**src/design/ole_pkg.sv**
```systemverilog
// ----------------------------------------------------------------------------
// Ordered list engine package
// Shared widths, command and status codes, and the default capacity.
// ----------------------------------------------------------------------------
package ole_pkg;

    localparam int DEFAULT_CAPACITY = 32;

    localparam int DATA_W  = 32;
    localparam int FUNC_W  = 3;
    localparam int POS_W   = 6;
    localparam int STAT_W  = 3;
    localparam int COUNT_W = 6;

    typedef enum logic [FUNC_W-1:0] {
        FN_PUSH_FRONT = 3'd0,
        FN_PUSH_BACK  = 3'd1,
        FN_INSERT     = 3'd2,
        FN_DELETE     = 3'd3,
        FN_POP_FRONT  = 3'd4,
        FN_POP_BACK   = 3'd5,
        FN_CLEAR      = 3'd6,
        FN_COUNT      = 3'd7
    } t_func;

    typedef enum logic [STAT_W-1:0] {
        ST_OK       = 3'd0,
        ST_RANGE    = 3'd1,
        ST_EMPTY    = 3'd2,
        ST_NOTFOUND = 3'd3,
        ST_FULL     = 3'd4
    } t_status;

endpackage

```
**src/design/ordered_list_engine.sv**
```systemverilog
// ----------------------------------------------------------------------------
// Ordered list engine
// Bounded double-ended list with positional insert, kept packed in a memory.
// ----------------------------------------------------------------------------
// Pop back, clear, count and every rejected request go straight from the
// idle state to the result state. A push or insert first moves the entries
// from its target on one place toward the back and then places the new value;
// pop front and delete first walk the list from the front. Since the input
// waits for the idle state, a new request is not taken until the last result
// has been loaded. Reset clears the count and control state, not the values.

module ordered_list_engine #(
    parameter int CAPACITY = ole_pkg::DEFAULT_CAPACITY
) (
    input  logic                        i_clk,
    input  logic                        i_rst_n,
    input  logic                        i_in_valid,
    output logic                        o_in_stall,
    input  ole_pkg::t_func              i_func,
    input  logic signed [ole_pkg::DATA_W-1:0] i_item_value,
    input  logic [ole_pkg::POS_W-1:0]   i_position,
    output logic                        o_out_valid,
    input  logic                        i_out_stall,
    output ole_pkg::t_status            o_status,
    output logic [ole_pkg::COUNT_W-1:0] o_entry_count
);
    import ole_pkg::*;

    // Index width into the store and width of the entry count.
    localparam int IW = (CAPACITY > 1) ? $clog2(CAPACITY) : 1;
    localparam int CW = $clog2(CAPACITY + 1);
    // Common width for the insert position range check.
    localparam int XW = ((CW > POS_W) ? CW : POS_W) + 1;

    // The sequencer. WALK_R moves entries one place toward the back, starting
    // at the tail, and then drops the new value into the opened slot. WALK_L
    // reads entries from the front, compares each one against the search
    // value, and once a match is found (or forced, for pop front) copies each
    // following entry one place toward the front.
    typedef enum logic [3:0] {
        S_IDLE   = 4'b0001,
        S_WALK_L = 4'b0010,
        S_WALK_R = 4'b0100,
        S_DONE   = 4'b1000
    } t_state;

    t_state            r_state,    n_state;
    logic [CW-1:0]     r_count,    n_count;
    logic [CW-1:0]     r_rd_idx,   n_rd_idx;
    logic              r_rd_more,  n_rd_more;
    logic [CW-1:0]     r_data_idx, n_data_idx;
    logic              r_data_vld, n_data_vld;
    logic [CW-1:0]     r_tgt,      n_tgt;
    logic              r_found,    n_found;
    logic [DATA_W-1:0] r_val,      n_val;
    t_status           r_status,   n_status;
    logic              r_o_valid,  n_o_valid;
    t_status           r_o_status, n_o_status;
    logic [COUNT_W-1:0] r_o_count, n_o_count;

    logic              mem_wr_en;
    logic [IW-1:0]     mem_wr_addr;
    logic [DATA_W-1:0] mem_wr_data;
    logic              mem_rd_en;
    logic [IW-1:0]     mem_rd_addr;
    logic [DATA_W-1:0] mem_rd_data;

    logic              is_full;
    logic              is_empty;
    logic [XW-1:0]     pos_x;
    logic [XW-1:0]     cnt_x;

    ole_store #(
        .DEPTH (CAPACITY),
        .AW    (IW)
    ) u_store (
        .i_clk     (i_clk),
        .i_wr_en   (mem_wr_en),
        .i_wr_addr (mem_wr_addr),
        .i_wr_data (mem_wr_data),
        .i_rd_en   (mem_rd_en),
        .i_rd_addr (mem_rd_addr),
        .o_rd_data (mem_rd_data)
    );

    assign is_full  = (r_count >= CW'(CAPACITY));
    assign is_empty = (r_count == '0);
    assign pos_x    = XW'(i_position);
    assign cnt_x    = XW'(r_count);

    always_comb begin
        n_state    = r_state;
        n_count    = r_count;
        n_rd_idx   = r_rd_idx;
        n_rd_more  = r_rd_more;
        n_data_idx = r_data_idx;
        n_data_vld = 1'b0;
        n_tgt      = r_tgt;
        n_found    = r_found;
        n_val      = r_val;
        n_status   = r_status;
        n_o_valid  = r_o_valid;
        n_o_status = r_o_status;
        n_o_count  = r_o_count;

        mem_wr_en   = 1'b0;
        mem_wr_addr = r_tgt[IW-1:0];
        mem_wr_data = r_val;
        mem_rd_en   = 1'b0;
        mem_rd_addr = r_rd_idx[IW-1:0];

        // The waiting result leaves once the consumer takes it.
        if (r_o_valid && !i_out_stall) begin
            n_o_valid = 1'b0;
        end

        unique case (r_state)
            S_IDLE: begin
                if (i_in_valid) begin
                    n_val     = i_item_value;
                    n_status  = ST_OK;
                    n_rd_more = 1'b0;
                    n_state   = S_DONE;
                    unique case (i_func)
                        FN_PUSH_FRONT: begin
                            if (is_full) begin
                                n_status = ST_FULL;
                            end else begin
                                n_tgt     = '0;
                                n_rd_idx  = r_count - CW'(1);
                                n_rd_more = !is_empty;
                                n_state   = S_WALK_R;
                            end
                        end
                        FN_PUSH_BACK: begin
                            if (is_full) begin
                                n_status = ST_FULL;
                            end else begin
                                n_tgt   = r_count;
                                n_state = S_WALK_R;
                            end
                        end
                        FN_INSERT: begin
                            // Range is checked before fullness.
                            if (pos_x == '0 || pos_x > cnt_x + XW'(1)) begin
                                n_status = ST_RANGE;
                            end else if (is_full) begin
                                n_status = ST_FULL;
                            end else begin
                                n_tgt     = CW'(pos_x - XW'(1));
                                n_rd_idx  = r_count - CW'(1);
                                n_rd_more = (cnt_x > pos_x - XW'(1));
                                n_state   = S_WALK_R;
                            end
                        end
                        FN_DELETE: begin
                            if (is_empty) begin
                                n_status = ST_EMPTY;
                            end else begin
                                n_rd_idx  = '0;
                                n_rd_more = 1'b1;
                                n_found   = 1'b0;
                                n_state   = S_WALK_L;
                            end
                        end
                        FN_POP_FRONT: begin
                            // Same walk as a delete whose match is the front.
                            if (is_empty) begin
                                n_status = ST_EMPTY;
                            end else begin
                                n_rd_idx  = CW'(1);
                                n_rd_more = (r_count > CW'(1));
                                n_found   = 1'b1;
                                n_state   = S_WALK_L;
                            end
                        end
                        FN_POP_BACK: begin
                            if (is_empty) begin
                                n_status = ST_EMPTY;
                            end else begin
                                n_count = r_count - CW'(1);
                            end
                        end
                        FN_CLEAR: begin
                            n_count = '0;
                        end
                        FN_COUNT: begin
                            n_count = r_count;
                        end
                        default: begin
                            n_status = ST_OK;
                        end
                    endcase
                end
            end

            S_WALK_L: begin
                if (r_rd_more) begin
                    mem_rd_en  = 1'b1;
                    n_rd_idx   = r_rd_idx + CW'(1);
                    n_rd_more  = ((r_rd_idx + CW'(1)) < r_count);
                    n_data_idx = r_rd_idx;
                    n_data_vld = 1'b1;
                end
                if (r_data_vld) begin
                    if (r_found) begin
                        mem_wr_en   = 1'b1;
                        mem_wr_addr = IW'(r_data_idx - CW'(1));
                        mem_wr_data = mem_rd_data;
                    end else if (mem_rd_data == r_val) begin
                        n_found = 1'b1;
                    end
                end
                if (!r_rd_more && !r_data_vld) begin
                    if (r_found) begin
                        n_count  = r_count - CW'(1);
                        n_status = ST_OK;
                    end else begin
                        n_status = ST_NOTFOUND;
                    end
                    n_state = S_DONE;
                end
            end

            S_WALK_R: begin
                if (r_rd_more) begin
                    mem_rd_en  = 1'b1;
                    n_rd_idx   = r_rd_idx - CW'(1);
                    n_rd_more  = (r_rd_idx != r_tgt);
                    n_data_idx = r_rd_idx;
                    n_data_vld = 1'b1;
                end
                if (r_data_vld) begin
                    mem_wr_en   = 1'b1;
                    mem_wr_addr = IW'(r_data_idx + CW'(1));
                    mem_wr_data = mem_rd_data;
                end
                if (!r_rd_more && !r_data_vld) begin
                    // The slot at the target is open: place the new value.
                    mem_wr_en   = 1'b1;
                    mem_wr_addr = r_tgt[IW-1:0];
                    mem_wr_data = r_val;
                    n_count     = r_count + CW'(1);
                    n_status    = ST_OK;
                    n_state     = S_DONE;
                end
            end

            S_DONE: begin
                if (!r_o_valid || !i_out_stall) begin
                    n_o_valid  = 1'b1;
                    n_o_status = r_status;
                    n_o_count  = COUNT_W'(r_count);
                    n_state    = S_IDLE;
                end
            end

            default: begin
                n_state = S_IDLE;
            end
        endcase
    end

    always_ff @(posedge i_clk) begin
        if (!i_rst_n) begin
            r_state    <= S_IDLE;
            r_count    <= '0;
            r_rd_more  <= 1'b0;
            r_data_vld <= 1'b0;
            r_o_valid  <= 1'b0;
        end else begin
            r_state    <= n_state;
            r_count    <= n_count;
            r_rd_more  <= n_rd_more;
            r_data_vld <= n_data_vld;
            r_o_valid  <= n_o_valid;
        end
    end

    always_ff @(posedge i_clk) begin
        r_rd_idx   <= n_rd_idx;
        r_data_idx <= n_data_idx;
        r_tgt      <= n_tgt;
        r_found    <= n_found;
        r_val      <= n_val;
        r_status   <= n_status;
        r_o_status <= n_o_status;
        r_o_count  <= n_o_count;
    end

    // New requests are taken only while the sequencer is idle.
    assign o_in_stall    = (r_state != S_IDLE);
    assign o_out_valid   = r_o_valid;
    assign o_status      = r_o_status;
    assign o_entry_count = r_o_count;

    // The count never passes the capacity.
    a_count_bound: assert property (@(posedge i_clk) disable iff (!i_rst_n)
        r_count <= CW'(CAPACITY))
        else $error("entry count above capacity");

    // The store is only written while a walk is running.
    a_no_idle_write: assert property (@(posedge i_clk) disable iff (!i_rst_n)
        (r_state == S_IDLE || r_state == S_DONE) |-> !mem_wr_en)
        else $error("store written outside a walk");

    // A fresh result only comes from the result state.
    a_result_source: assert property (@(posedge i_clk) disable iff (!i_rst_n)
        $rose(r_o_valid) |-> $past(r_state == S_DONE))
        else $error("result loaded outside the result state");

    // The count moves by one at a time, or drops to zero on a clear.
    a_count_step: assert property (@(posedge i_clk) disable iff (!i_rst_n)
        (r_count != $past(r_count)) |->
            (r_count == $past(r_count) + CW'(1) ||
             r_count == $past(r_count) - CW'(1) ||
             r_count == '0))
        else $error("count changed by more than one");

endmodule

```
**src/design/ole_store.sv**
```systemverilog
// ----------------------------------------------------------------------------
// Ordered list entry store
// Single write port, single read port memory with registered read data.
// ----------------------------------------------------------------------------
module ole_store #(
    parameter int DEPTH = ole_pkg::DEFAULT_CAPACITY,
    parameter int AW    = 5
) (
    input  logic                      i_clk,
    input  logic                      i_wr_en,
    input  logic [AW-1:0]             i_wr_addr,
    input  logic [ole_pkg::DATA_W-1:0] i_wr_data,
    input  logic                      i_rd_en,
    input  logic [AW-1:0]             i_rd_addr,
    output logic [ole_pkg::DATA_W-1:0] o_rd_data
);
    import ole_pkg::*;

    logic [DATA_W-1:0] r_mem [DEPTH];
    logic [DATA_W-1:0] r_rd_data;

    always_ff @(posedge i_clk) begin
        if (i_wr_en) begin
            r_mem[i_wr_addr] <= i_wr_data;
        end
    end

    always_ff @(posedge i_clk) begin
        if (i_rd_en) begin
            r_rd_data <= r_mem[i_rd_addr];
        end
    end

    assign o_rd_data = r_rd_data;

endmodule
```
**config.mk**
```make
export PLATFORM = sky130hd
export DESIGN_NAME = ordered_list_engine
export DESIGN_NICKNAME = d
export VERILOG_FILES = /design/src/design/ole_pkg.sv /design/src/design/ordered_list_engine.sv /design/src/design/ole_store.sv
export SDC_FILE = /design/constraint.sdc
export NUM_CORES = 1
export LEC_CHECK = 0
export BUFFER_PORTS_ARGS = -buffer_cell sky130_fd_sc_hd__buf_4
export CORE_MARGIN = 8
export CORE_UTILIZATION = 35
export DETAILED_ROUTE_END_ITERATION = 10
export GPL_TIMING_DRIVEN = 0
export MAX_ROUTING_LAYER = met4
export RECOVER_POWER = 25
export SLEW_MARGIN = 0
export SYNTH_ARGS = -nofsm -noshare
export SYNTH_HDL_FRONTEND = slang
export SYNTH_SLANG_ARGS = --single-unit
```
**constraint.sdc**
```tcl
create_clock -name i_clk -period 5.4 [get_ports i_clk]
set_input_delay 0.27 -clock i_clk [delete_from_list [all_inputs] [get_ports i_clk]]
set_output_delay 0.27 -clock i_clk [all_outputs]
set_load 0.05 [all_outputs]
```
==> flow_metrics.tcl <==
set metrics [dict create \
    ff_latch_area_um2 33830 \
    ys_seq_area_frac 0.7553 \
    period_share 0.8541 \
    power.density_nw_per_um2 369.4 \
    post_cts_buffers 0 \
    grt_antenna_before_repair 2 \
    crit_path_cell_trace "clkbuf_1 -> xnor2_1 -> or3_1 -> clkbuf_1 -> nor2_1 -> clkbuf_1" \
    grt.total_usage 0.1663 \
    yosysTopAreaCellShare 0.7495 \
    p_clk_frac 0.391 \
    cts_tree "yes" \
    dr.pass1.iters 5 \
    synth-edff-count 1118 \
    yosys_warnings 0 \
    final_max_slew_viol_count 41 \
    numCtsBuffers 107 \
    violations "max-capacitance violations, max-slew violations" \
    gp_congestion 0.8754 \
    drc_errors 0 \
    critPathLaunch "r_state[1]" \
    r2r-start "r_state[1]" \
    cpPeakStageDelay_ps 1410 \
    cts_resized 0 \
    dp.cells 3764 \
    combPwrFrac 0.094 \
    swShare 0.2263 \
    grt_overflow_total 0 \
    hold_violations 0 \
    viasPerCell 5.581 \
    place_area_um2 48340 \
    clkSinkCount 1131 \
    critPathLaunchType "flop" \
    cp-end-kind "flop" \
    synthesis.nets 2078 \
    maxCapViolations 2 \
    slowest_stage "nor2_1" \
    fillers 10980 \
    fmax_mhz 216.8 \
    vias 22280 \
    synth.distinct_cells 63 \
    die_y_um 373.8 \
    synth-seq-cells 1131 \
    initial_core_util 0.3517 \
    io_pins 56 \
    synth_largest_area_cell "edfxtp_1" \
    grt_pass1_wl_um 164700 \
    multiInputGateArea_um2 10630 \
    fin_area_um2 51990 \
    fp.coreArea_um2 127400 \
    p_leak_nw 15.94 \
    critPathKind "reg -> reg" \
    ys.flop_type "edfxtp_1" \
    drt_first_iter_violations 2746 \
    postSynthAreaPerCell_um2 22.30 \
    clkTransAtPathRegs_ps 60 \
    async_reset_ff_frac 0 \
    fin_cells 3992 \
    rsz0062_at_grt "no" \
    yosys-top-cells-count "1,118 x edfxtp_1, 321 x mux4_2, 63 x mux2_2, 61 x clkbuf_1, 56 x nor2_1" \
    seq_power_share 0.515 \
    setup_slack_ps 788.0 \
    ant_nets 0 \
    min_period_ps 4612 \
    portBuffers 54 \
    n_antenna_cell 0 \
    min_path_type "in -> reg" \
    cpMostUsedCell "clkbuf_1" \
    root_buffer "clkbuf_16" \
    path_max_fanout 22 \
    grt_pass1_vias 22650 \
    syn_area_um2 44800 \
    wl_um 116000 \
    grt_max_degree 37 \
    finalSetupViolations 0 \
    critPathRequiredTime_ps 5690 \
    tightestPinTransition_ps 1826 \
    yosysMostFrequentCell "edfxtp_1" \
    cts_max_path_buffers 3 \
    clk_latency_ps 710 \
    ys_top_cells_by_area "edfxtp_1 75%, mux4_2 16%, mux2_2 1.6%, xnor2_1 1.0%, ha_1 0.67%" \
    die_area_um2 139700 \
    fp-row-count 131 \
    dp_hpwl_um 76750 \
    wl_per_cell_um 29.07 \
    h-tree-depth 3 \
    critPathArrivalTime_ps 4900 \
    internal_power_w 0.01486 \
    hold-worst-slack_ps 139.5 \
    finClkSkew_ps 29.73 \
    die_w_um 373.8 \
    netlist_instances 2009 \
    hold_start "i_func[0]" \
    p_switching_w 0.004347 \
    area_growth_pct 16.07 \
    run_status "finished with violations" \
    fin_util 0.4083 \
    ctsHoldBuffers 35 \
    slew_headroom -0.2217 \
    irDropWorstVdd_v 0.0002533 \
    nets 2315 \
    pre_cts_slack_ps 1104 \
    drive_above_1_share 0.2833 \
]
metal layers:
metal / share of wire / GRT usage
met5: 0 / -
met4: 0.027 / 0.04393
met3: 0.078 / 0.03154
met2: 0.47 / 0.2575
met1: 0.43 / 0.2272
power by group through the flow:
stage | Clock [W] | Combinational (W) | Sequential (W)
global route | 0.00794 | 0.00192 | 0.00988
detailed placement | 0 | 0.00181 | 0.0101
floorplan | 0 | 0.00119 | 0.0100
global placement | 0 | 0.00176 | 0.0101
finish | 0.00752 | 0.00181 | 0.00988
CTS | 0.00764 | 0.00184 | 0.00988
sequential cells by signal, indices dropped and copies added (netlist names), 4 cells and up:
signal,flops
u_store.o_rd_data,32
r_rd_idx,6
r_tgt,6
u_store.r_mem,1024
r_count,6
r_state,4
o_entry_count,6
r_data_idx,5
r_val,32
final timing paths:
kind | to | depth (start not counted) | slack (ps)
max | u_store.o_rd_data[6] | 6 | 790
min | r_found | 4 | 140
max reg2reg | u_store.o_rd_data[6] | 6 | 790
min reg2reg | o_status[0] | 0 | 430
worst max-delay path: cells and delay by family, from the launching register on:
kind / cells / cell delay (ps)
buffers and inverters: 3 / 1940
and+or+nand+nor: 2 / 1730
DFF: 1 / 300
xor gates and xnor gates: 1 / 190
cells in the final DEF, fill, tap and decap left out, types with 5 or more instances in the layout:
master,instances
xnor2_1,51
a21oi_1,17
clkinv_1,20
inv_1,19
o21ai_0,19
clkbuf_16,108
clkinvlp_4,5
xor2_1,11
buf_4,20
nand4_1,11
nor2_4,31
nand3_1,20
nor2b_1,15
o22ai_1,9
buf_12,33
mux2_2,51
nand2b_1,5
ha_1,24
buf_2,12
a31oi_1,6
nor2_1,25
nor3_1,11
dfxtp_1,13
clkbuf_1,108
mux4_2,321
mux2_1,12
clkinv_2,24
edfxtp_1,1118
nand2_1,42
clkbuf_4,20
bufinv_16,13
dlygate4sd3_1,35
a22oi_1,5
buf_1,13
layout make-up:
cell class	instances	area share
sequential	1131	0.6507
multi-input combinational	754	0.2044
clock buffer	127	0.05335
tap	1662	0.03999
timing repair buffer	128	0.02791
clock inverter	66	0.01324
buffer	103	0.008904
inverter	21	0.001516
logic make-up (layout without fill, tap and decap cells):
| group | count (synthesis) | after routing | share of synthesized area |
|---|---|---|---|
| multiplexers | 388 | 388 | 0.1781 |
| AND/OR/NAND/NOR | 189 | 189 | 0.02170 |
| XOR/XNOR | 62 | 62 | 0.01212 |
| buffers and inverters | 124 | 445 | 0.01215 |
| flip-flops | 1131 | 1131 | 0.7553 |
| AO/OA/AOI/OAI | 91 | 91 | 0.01394 |
| adder cells (fa/ha/maj) | 24 | 24 | 0.006704 |
through the flow:
step / total power [W] / TNS, ps
3_3_place_gp: 0.01182 / -566310
4_1_cts: 0.01936 / 0
3_5_place_dp: 0.01187 / 0
5_1_grt: 0.01974 / 0
6_report: 0.01921 / 0
2_1_floorplan: 0.01123 / 0
Power figures use the tool's default switching activity.
